===== src/rtl/pps_pkg.sv =====
package pps_pkg;

  localparam int unsigned MAX_VERTICES_DEF = 64;
  localparam int unsigned COORD_W          = 16;
  localparam int unsigned VY_W             = 17;
  localparam int unsigned HEIGHT_W         = 15;
  localparam int unsigned TOTAL_W          = 7;

  localparam logic CFG_SCREEN_HEIGHT = 1'b0;
  localparam logic CFG_KEEP_INSIDE   = 1'b1;

  typedef enum logic [1:0] {
    FUNC_CLEAR  = 2'd0,
    FUNC_APPEND = 2'd1,
    FUNC_TEST   = 2'd2
  } func_e;

  typedef struct packed {
    logic signed [VY_W-1:0]    y;
    logic signed [COORD_W-1:0] x;
  } vertex_t;

  typedef struct packed {
    logic start;
    logic valid;
    logic first;
    logic close;
  } edge_ctl_t;

  typedef struct packed {
    logic               overflow;
    logic [TOTAL_W-1:0] total;
    logic               hide;
    logic               in_poly;
  } result_t;

endpackage


===== src/rtl/pps_cell.sv =====
module pps_cell import pps_pkg::*; (
  input  logic    clk_i,
  input  logic    shift_i,
  input  vertex_t vtx_i,
  output vertex_t vtx_o
);

  vertex_t vtx_q;

  always_ff @(posedge clk_i) begin
    if (shift_i) begin
      vtx_q <= vtx_i;
    end
  end

  assign vtx_o = vtx_q;

endmodule


===== src/rtl/pps_edge.sv =====
module pps_edge import pps_pkg::*; (
  input  logic                      clk_i,
  input  logic                      rst_ni,
  input  edge_ctl_t                 ctl_i,
  input  vertex_t                   vtx_i,
  input  logic signed [COORD_W-1:0] px_i,
  input  logic signed [COORD_W-1:0] py_i,
  output logic                      done_o,
  output logic                      inside_o
);

  // stage 0: edge formation
  vertex_t first_q, prev_q, e_a_q, e_b_q;
  logic    e_vld_q, e_last_q;

  always_ff @(posedge clk_i) begin
    if (ctl_i.valid) begin
      prev_q <= vtx_i;
      if (ctl_i.first) begin
        first_q <= vtx_i;
      end
    end
    e_a_q <= prev_q;
    e_b_q <= ctl_i.close ? first_q : vtx_i;
  end

  always_ff @(posedge clk_i or negedge rst_ni) begin
    if (!rst_ni) begin
      e_vld_q  <= 1'b0;
      e_last_q <= 1'b0;
    end else begin
      e_vld_q  <= (ctl_i.valid && !ctl_i.first) || ctl_i.close;
      e_last_q <= ctl_i.close;
    end
  end

  // stage 1: crossing test and cross-product terms
  logic signed [VY_W:0]      ay, by, py, dy_ab, dy_pb;
  logic signed [COORD_W:0]   dx_pb, dx_ab;
  logic signed [34:0]        p1_d, p2_d, p1_q, p2_q;
  logic                      cross_d, cross_q, aby_neg_q;
  logic                      s1_vld_q, s1_last_q;

  assign ay    = {e_a_q.y[VY_W-1], e_a_q.y};
  assign by    = {e_b_q.y[VY_W-1], e_b_q.y};
  assign py    = {{2{py_i[COORD_W-1]}}, py_i};
  assign dy_ab = ay - by;
  assign dy_pb = py - by;
  assign dx_pb = {px_i[COORD_W-1], px_i} - {e_b_q.x[COORD_W-1], e_b_q.x};
  assign dx_ab = {e_a_q.x[COORD_W-1], e_a_q.x} - {e_b_q.x[COORD_W-1], e_b_q.x};
  assign p1_d  = dx_pb * dy_ab;
  assign p2_d  = dx_ab * dy_pb;
  assign cross_d = ((by <= py) && (py < ay)) || ((ay <= py) && (py < by));

  always_ff @(posedge clk_i) begin
    p1_q      <= p1_d;
    p2_q      <= p2_d;
    cross_q   <= cross_d;
    aby_neg_q <= (ay < by);
  end

  always_ff @(posedge clk_i or negedge rst_ni) begin
    if (!rst_ni) begin
      s1_vld_q  <= 1'b0;
      s1_last_q <= 1'b0;
    end else begin
      s1_vld_q  <= e_vld_q;
      s1_last_q <= e_last_q;
    end
  end

  // stage 2: parity accumulate
  logic signed [35:0] t;
  logic               neg;
  logic               parity_q, done_q;

  assign t   = {p1_q[34], p1_q} - {p2_q[34], p2_q};
  assign neg = aby_neg_q ? (!t[35] && (t != '0)) : t[35];

  always_ff @(posedge clk_i or negedge rst_ni) begin
    if (!rst_ni) begin
      parity_q <= 1'b0;
      done_q   <= 1'b0;
    end else begin
      done_q <= s1_vld_q && s1_last_q;
      if (ctl_i.start) begin
        parity_q <= 1'b0;
      end else if (s1_vld_q && cross_q && neg) begin
        parity_q <= !parity_q;
      end
    end
  end

  assign done_o   = done_q;
  assign inside_o = parity_q;

endmodule


===== src/rtl/polygon_point_selector.sv =====
// Polygon point selector. Each input transaction clears the polygon, appends a vertex
// (y flipped as screen_height - y) or tests a point against the polygon with the even-odd
// crossing rule. Vertices sit in a ring of MAX_VERTICES cells; a test rotates the whole
// ring once past one edge evaluator whatever the vertex count, while clear, append and
// tests on fewer than two vertices give their result without a sweep. One transaction is
// in work at a time; one finished result can wait in a holding register behind a stalled
// output register.
module polygon_point_selector import pps_pkg::*; #(
  parameter int unsigned MAX_VERTICES = MAX_VERTICES_DEF
) (
  input  logic                clk_i,
  input  logic                rst_ni,
  input  logic                s_axis_tvalid,
  output logic                s_axis_tready,
  input  logic [31:0]         s_axis_tdata,  // coord_x[15:0], coord_y[31:16]
  input  logic [1:0]          s_axis_tuser,  // func
  output logic                m_axis_tvalid,
  input  logic                m_axis_tready,
  output logic [15:0]         m_axis_tdata,  // point_inside, hide_point, vertex_total[8:2],
                                             // overflow[9], zeros above
  input  logic                cfg_we_i,
  input  logic                cfg_idx_i,
  input  logic [HEIGHT_W-1:0] cfg_wdata_i
);

  localparam int unsigned CntW = $clog2(MAX_VERTICES + 1);
  localparam int unsigned IdxW = $clog2(MAX_VERTICES);
  localparam int unsigned SumW = CntW + 1;

  typedef enum logic [3:0] {
    ST_IDLE  = 4'b0001,
    ST_SWEEP = 4'b0010,
    ST_CLOSE = 4'b0100,
    ST_WAIT  = 4'b1000
  } state_e;

  state_e              state_q, state_d;
  logic [CntW-1:0]     cnt_q, cnt_d;
  logic [IdxW-1:0]     k_q, k_d;
  logic [HEIGHT_W-1:0] height_q;
  logic                keep_q;
  result_t             res_q, res_d, out_q;
  logic                res_vld_q, res_vld_d, out_vld_q;
  logic signed [COORD_W-1:0] px_q, py_q;

  logic                      accept, shift, full, load_out;
  logic signed [COORD_W-1:0] cx, cy;
  logic [VY_W:0]             flip_y;
  vertex_t                   head, new_vtx;
  vertex_t                   ring [MAX_VERTICES];
  logic [SumW-1:0]           pos;
  edge_ctl_t                 ctl;
  logic                      done, in_poly;

  assign cx      = s_axis_tdata[15:0];
  assign cy      = s_axis_tdata[31:16];
  assign flip_y  = {3'b000, height_q} - {{2{cy[COORD_W-1]}}, cy};
  assign new_vtx = '{y: flip_y[VY_W-1:0], x: cx};
  assign full    = (cnt_q == CntW'(MAX_VERTICES));

  assign s_axis_tready = (state_q == ST_IDLE) && !res_vld_q;
  assign accept        = s_axis_tvalid && s_axis_tready;

  assign pos = SumW'(k_q) + SumW'(cnt_q);
  assign ctl.start = accept && (s_axis_tuser == FUNC_TEST) && (cnt_q >= CntW'(2));
  assign ctl.valid = (state_q == ST_SWEEP) && (pos >= SumW'(MAX_VERTICES));
  assign ctl.first = (pos == SumW'(MAX_VERTICES));
  assign ctl.close = (state_q == ST_CLOSE);

  assign head = (state_q == ST_SWEEP) ? ring[MAX_VERTICES-1] : new_vtx;

  for (genvar i = 0; i < MAX_VERTICES; i++) begin : g_cell
    pps_cell u_cell (
      .clk_i   (clk_i),
      .shift_i (shift),
      .vtx_i   ((i == 0) ? head : ring[(i == 0) ? 0 : i-1]),
      .vtx_o   (ring[i])
    );
  end

  pps_edge u_edge (
    .clk_i    (clk_i),
    .rst_ni   (rst_ni),
    .ctl_i    (ctl),
    .vtx_i    (ring[MAX_VERTICES-1]),
    .px_i     (px_q),
    .py_i     (py_q),
    .done_o   (done),
    .inside_o (in_poly)
  );

  always_comb begin
    state_d   = state_q;
    cnt_d     = cnt_q;
    k_d       = k_q;
    res_d     = res_q;
    res_vld_d = res_vld_q && !load_out;
    shift     = 1'b0;
    unique case (state_q)
      ST_IDLE: begin
        if (accept) begin
          res_d     = '{overflow: 1'b0, total: TOTAL_W'(cnt_q), hide: 1'b0, in_poly: 1'b0};
          res_vld_d = 1'b1;
          case (s_axis_tuser)
            FUNC_CLEAR: begin
              cnt_d       = '0;
              res_d.total = '0;
            end
            FUNC_APPEND: begin
              if (full) begin
                res_d.overflow = 1'b1;
              end else begin
                shift       = 1'b1;
                cnt_d       = cnt_q + 1'b1;
                res_d.total = TOTAL_W'(cnt_d);
              end
            end
            FUNC_TEST: begin
              if (cnt_q >= CntW'(2)) begin
                res_vld_d = 1'b0;
                k_d       = '0;
                state_d   = ST_SWEEP;
              end
            end
            default: ;
          endcase
        end
      end
      ST_SWEEP: begin
        shift = 1'b1;
        k_d   = k_q + 1'b1;
        if (k_q == IdxW'(MAX_VERTICES - 1)) begin
          state_d = ST_CLOSE;
        end
      end
      ST_CLOSE: begin
        state_d = ST_WAIT;
      end
      ST_WAIT: begin
        if (done) begin
          res_d     = '{overflow: 1'b0, total: TOTAL_W'(cnt_q), hide: in_poly ^ keep_q,
                        in_poly: in_poly};
          res_vld_d = 1'b1;
          state_d   = ST_IDLE;
        end
      end
      default: state_d = ST_IDLE;
    endcase
  end

  assign load_out = res_vld_q && (!out_vld_q || m_axis_tready);

  always_ff @(posedge clk_i or negedge rst_ni) begin
    if (!rst_ni) begin
      state_q   <= ST_IDLE;
      cnt_q     <= '0;
      k_q       <= '0;
      res_vld_q <= 1'b0;
      out_vld_q <= 1'b0;
      height_q  <= HEIGHT_W'(1);
      keep_q    <= 1'b1;
    end else begin
      state_q   <= state_d;
      cnt_q     <= cnt_d;
      k_q       <= k_d;
      res_vld_q <= res_vld_d;
      if (load_out) begin
        out_vld_q <= 1'b1;
      end else if (m_axis_tready) begin
        out_vld_q <= 1'b0;
      end
      if (cfg_we_i) begin
        unique case (cfg_idx_i)
          CFG_SCREEN_HEIGHT: height_q <= cfg_wdata_i;
          CFG_KEEP_INSIDE:   keep_q   <= cfg_wdata_i[0];
          default: ;
        endcase
      end
    end
  end

  always_ff @(posedge clk_i) begin
    res_q <= res_d;
    if (load_out) begin
      out_q <= res_q;
    end
    if (accept) begin
      px_q <= cx;
      py_q <= cy;
    end
  end

  assign m_axis_tvalid = out_vld_q;
  assign m_axis_tdata  = {6'b000000, out_q};

endmodule


===== config.mk =====
export PLATFORM = sky130hd
export DESIGN_NAME = polygon_point_selector
export DESIGN_NICKNAME = d
export VERILOG_FILES = /design/src/rtl/pps_pkg.sv /design/src/rtl/pps_cell.sv /design/src/rtl/pps_edge.sv /design/src/rtl/polygon_point_selector.sv
export SDC_FILE = /design/constraint.sdc
export NUM_CORES = 2
export LEC_CHECK = 0
export ABC_AREA = 1
export BUFFER_PORTS_ARGS = -buffer_cell sky130_fd_sc_hd__buf_2
export CAP_MARGIN = 5
export CORE_ASPECT_RATIO = 0.5
export CORE_MARGIN = 4
export CORE_UTILIZATION = 55
export CTS_CLUSTER_DIAMETER = 100
export DETAILED_ROUTE_END_ITERATION = 6
export HOLD_SLACK_MARGIN = 0.15
export PLACE_DENSITY = 0.73
export SLEW_MARGIN = 25
export SYNTH_ARGS = -nofsm -noshare
export SYNTH_HDL_FRONTEND = slang
export SYNTH_SLANG_ARGS = --single-unit

===== constraint.sdc =====
create_clock -name clk_i -period 119.3 [get_ports clk_i]
set_input_delay 23.86 -clock clk_i [delete_from_list [all_inputs] [get_ports clk_i]]
set_output_delay 23.86 -clock clk_i [all_outputs]
set_load 0.02 [all_outputs]

# ---- Word-level counts from Yosys, hierarchy flattened
# Cells that the tools add are included.
dict set report word_totals {
  ff_bits 2409
  input_bits 55
  elab_cells 266
}
dict set report classes {
  add_sub_neg 9
  mul 2
  magnitude_cmp 7
  n_eq_ne 14
  mux 33
  n_bitwise 2
  reduce_logical 36
}
# cell count
set op_table {}
lappend op_table {{$mul A17 B18 Y35} 2}
lappend op_table {{$mux W33} 2}
lappend op_table {{$sub A16 B16 Y17} 3}
lappend op_table {{$reduce_bool A36 Y1} 1}
lappend op_table {{$sub A35 B35 Y36} 1}
lappend op_table {{$le A17 B16 Y1} 2}
lappend op_table {{$lt A16 B17 Y1} 2}
lappend op_table {{$mux W10} 2}
lappend op_table {{$mux W4} 5}
lappend op_table {{$pmux W10 S2} 1}
lappend op_table {{$mux W6} 3}
lappend op_table {{$sub A16 B17 Y18} 1}
lappend op_table {{$sub A17 B17 Y18} 1}
lappend op_table {{$lt A17 B17 Y1} 1}
lappend op_table {{$pmux W4 S4} 1}
lappend op_table {{$logic_and A1 B1 Y1} 14}
lappend op_table {{$mux W1} 14}
lappend op_table {{$pmux W7 S2} 1}
lappend op_table {{$pmux W6 S2} 1}
lappend op_table {{$add A6 B7 Y8} 1}
lappend op_table {{$eq A8 B7 Y1 const B} 1}
lappend op_table {{$ge A8 B7 Y1 const B} 1}
lappend op_table {{$ne A2 B1 Y1 const B} 4}
lappend op_table {{$reduce_and A2 Y1} 4}
lappend op_table {{23 further kinds} 34}

# ---- Longest topological paths before layout
dict set report logic_depth {
  ltp_word 7
  ltp_mapped 42
  depth_no_buf 42
}

# ---- Modules after synthesis
# From an unflattened synthesis, not the netlist that was laid out.
dict set report unflattened {
  cells_unflattened 6916
  area_unflattened_um2 103003.8
}
# module instances cells_each area_each_um2 seq_area_each_um2
set modules_own_cells {}
lappend modules_own_cells {pps_cell 64 33 991.0 991.0}
lappend modules_own_cells {pps_edge 1 4192 34486.8 4894.7}
lappend modules_own_cells {polygon_point_selector 1 612 5096.1 2441.1}

# ---- Worst setup path after synthesis
# No wires, ideal clock.
dict set report synth_path {
  path_kind {input -> register}
  startpoint {input s_axis_tuser[0]}
  endpoint {register g_cell[0].u_cell.vtx_q (netlist bit g_cell[0].u_cell.vtx_o[0]) (enable)}
  arrival_time_ns 58.117
  setup_slack_ns 46.988
  stages 6
  cell_sequence {inv_1 > nor2_1 > nand2_1 > inv_1 > nand2_1 > nand2_1}
}
dict set report synth_via {
  elab_chain_len 4
}
# item line_no
set synth_lines {}
lappend synth_lines {{start: declaration} polygon_point_selector.sv:16} ;# input logic [1:0] s_axis_tuser,
lappend synth_lines {{$eq A2 B1 Y1} polygon_point_selector.sv:104} ;# case (s_axis_tuser)
lappend synth_lines {{$mux W1} polygon_point_selector.sv:104}
lappend synth_lines {{$mux W1} polygon_point_selector.sv:101} ;# if (accept) begin
lappend synth_lines {{$pmux W1 S2} polygon_point_selector.sv:99} ;# unique case (state_q)
lappend synth_lines {{named net g_cell[0].u_cell.shift_i} pps_cell.sv:3} ;# input logic shift_i,
lappend synth_lines {{end signal: assignment} pps_cell.sv:12} ;# vtx_q <= vtx_i;
lappend synth_lines {{end: declaration} pps_cell.sv:8} ;# vertex_t vtx_q;
# The timed path passes the listed nets, and every way through them passes these cells.
# A chain may end at the register's enable or synchronous reset.

# ---- Worst setup path after layout
dict set report layout_path {
  startpoint {input s_axis_tvalid}
  endpoint {register g_cell[5].u_cell.vtx_q (netlist bit g_cell[5].u_cell.vtx_o[4]) (enable)}
}
dict set report layout_via {
  elab_chain_len 3
}
# item line_no
set layout_lines {}
lappend layout_lines {{start: declaration} polygon_point_selector.sv:13} ;# input logic s_axis_tvalid,
lappend layout_lines {{$logic_and A1 B1 Y1} polygon_point_selector.sv:62} ;# assign accept = s_axis_tvalid && s_axis_tready;
lappend layout_lines {{$mux W1} polygon_point_selector.sv:101}
lappend layout_lines {{$pmux W1 S2} polygon_point_selector.sv:99}
lappend layout_lines {{named net g_cell[0].u_cell.shift_i} pps_cell.sv:3}
lappend layout_lines {{end signal: assignment} pps_cell.sv:12}
lappend layout_lines {{end: declaration} pps_cell.sv:8}
# The timed path passes the listed nets, and every way through them passes these cells.

==> reports/results.tsv <==
metric	value	unit
status	finished, final reports clean	
avgSynthCellArea	15.1	um2
synth.cell_area	102000	um2
cts_resized	0	
period_needed	29530	ps
core-area	184000	um2
critical_path_class	primary input to register	
cts_htree_levels	4	
antenna_found_initial	7	
drtAntennaViolNets	0	
crit_path_start_kind	primary input	
syn_to_final_growth	9.86	%
dieWidth	618	um
ys.flop_type	edfxtp_1	
min_path_type	register to register	
fin_crit_sh	24.7	%
synthMuxAreaShare	0.143	%
worstMarginPinSlew	1110	ps
clock-sinks	2409	
grt_pass1_vias	52100	
setup_ws	89770	ps
rows	111	
cts_tree	yes	
clk_pin_slew	80	ps
cpPeakStageDelay	880	ps
gp_congestion	0.933	
drc	0	
cap_violations	0	
grt_pass1_wl	318000	um
die_y	313	um
drive_gt1_share	7.90	%
finalSetupViolations	0	
hold_viol_final	0	
finalSetupTns	0	ps
async_flop_share	1.70	%
dp_hpwl	126000	um
critPathArrivalTime	29960	ps
grt_max_degree	205	
cts.hold.buffers_added	0	
slew-limit-headroom	25.9	%
n_fill_cell	13400	
grt_use_total	21.7	%
fin_skew	121	ps
portBuffers	66	
crit_slowest_cell	buf_4	
drtIter0Drc	5101	
synth-adder-area-share	16.2	%
cts-root-buf	clkbuf_16	
final_common_cell	edfxtp_1	
postCtsSetupBuffers	0	
wirelength	206000	um
synth_enable_flop_cells	2230	
cts_made_buffers	195	
layout_common_cells	edfxtp_1 (2,230), inv_1 (1,127), nand2_1 (966), fa_1 (628), nor2_1 (427)	
netlist_instances	6785	
ys_ff_latch	2409	
ios	73	
cp_max_fo	182	
synth-compound-area-share	2.43	%
setup.worst_path.end_class	register	
synth-seq-area-share	69.0	%
place_ws	88780	ps
synth-xor-area-share	1.20	%
ys_warn_count	0	
synth-simple-area-share	6.34	%
dieArea	194000	um2
routed_via_density	5.27	
clock_path_buffers	4	
clk_latency	880	ps
vias	51000	
layout.nets	8029	
path_common_cell	buf_4	
holdWs	317	ps
worstPathCellList	buf_2, nand2_1, clkinv_1, buf_4, nand2_1, nand2_4, buf_4, buf_12, buf_4, buf_6, buf_6	
rsz0062_at_grt	no	
grt-ovfl-total	0	
wire_per_inst	21.3	um
initial_utilization	55.6	%
worstPathRequired	119730	ps
synth.distinct_cells	72	
finalMaxSlewViolations	0	
drtPass1Iterations	6	
max_freq	33.9	MHz
synth_top_family_by_area	adder cells	
-- state kept, by name (all words and copies together), names as in the netlist, 4 cells and up --
name / cells
cnt_q: 7
state_q: 4
g_cell.u_cell.vtx_o: 2112
k_q: 6
u_edge.p1_q: 35
u_edge.e_b_q: 16
px_q: 16
u_edge.by: 17
u_edge.p2_q: 35
u_edge.e_a_q: 16
res_q: 10
u_edge.first_q: 33
u_edge.ay: 17
py_q: 16
m_axis_tdata: 10
u_edge.prev_q: 33
height_q: 15
-- through the flow --
| stage | utilization [%] | cell area (um2) | std cells |
|---|---|---|---|
| 3_3_place_gp | 57.6 | 106000 | 9313 |
| 6_report | 61.1 | 113000 | 9668 |
| 5_1_grt | 61.1 | 113000 | 9667 |
| 3_5_place_dp | 57.7 | 106000 | 9315 |
| 4_1_cts | 61.1 | 113000 | 9666 |
| 2_1_floorplan | - | 102000 | 6790 |
-- worst paths after layout --
kind / from / to / slack (ps) / cells past startpoint
setup / recovery: s_axis_tvalid / g_cell[5].u_cell.vtx_o[4] / 89770 / 11
hold / removal: g_cell[42].u_cell.vtx_o[29] / g_cell[43].u_cell.vtx_o[29] / 320 / 0
setup reg to reg: u_edge.by[2] / u_edge.p1_q[30] / 110890 / 30
hold reg to reg: g_cell[42].u_cell.vtx_o[29] / g_cell[43].u_cell.vtx_o[29] / 320 / 0
max in group asynchronous: rst_ni / k_q[0] / 95740 / 1
min in group asynchronous: rst_ni / height_q[14] / 23070 / 1
-- layout make-up --
cell class	count	area [um2]	area share [%]
Tap cell	2486	3110	2.76
Multi-Input combinational cell	3137	27100	24.1
Inverter	1155	4340	3.85
Clock inverter	122	1270	1.13
Antenna cell	2	5.00	0.00445
Timing Repair Buffer	128	908	0.807
Clock buffer	229	5080	4.51
Sequential cell	2409	70800	62.8
-- critical path, delay by kind of cell --
kind,cells,cell delay (ps)
buf+inv,8,4530
simple gates,3,1230
-- cells in the mapped netlist, types with 28 or more instances --
master	instances	share of area (%)
nand2_1	967	3.5
dfxtp_1	138	2.7
nor3_1	30	0.15
edfxtp_1	2230	65
o21ai_0	144	0.70
dfrtp_1	38	0.93
ha_1	319	3.9
nor2_1	429	1.6
nand4_1	28	0.17
fa_1	629	12
nand3_1	84	0.41
xor2_1	83	0.71
clkbuf_1	55	0.20
a21oi_1	173	0.84
inv_1	1128	4.1
xnor2_1	44	0.38
-- layer usage --
metal / routed length [um] / part of all wire [%] / GRT usage, %
met5: 10 / 0.0049 / 0
met4: 5860 / 2.8 / 5.99
met3: 13700 / 6.6 / 3.76
met2: 96200 / 47 / 34.1
met1: 90300 / 44 / 31.5
-- cells by family after synthesis --
| logic type | count (synthesis) |
|---|---|
| AOI/OAI and AO/OA | 425 |
| xor gates and xnor gates | 134 |
| adders and majority gates | 948 |
| buffers and inverters | 1244 |
| DFF | 2409 |
| muxes | 13 |
| other | 1 |
| and+or+nand+nor | 1611 |
Power is not shown: default switching activity piles up to over one toggle a cycle in this logic, so the estimate is an artifact.
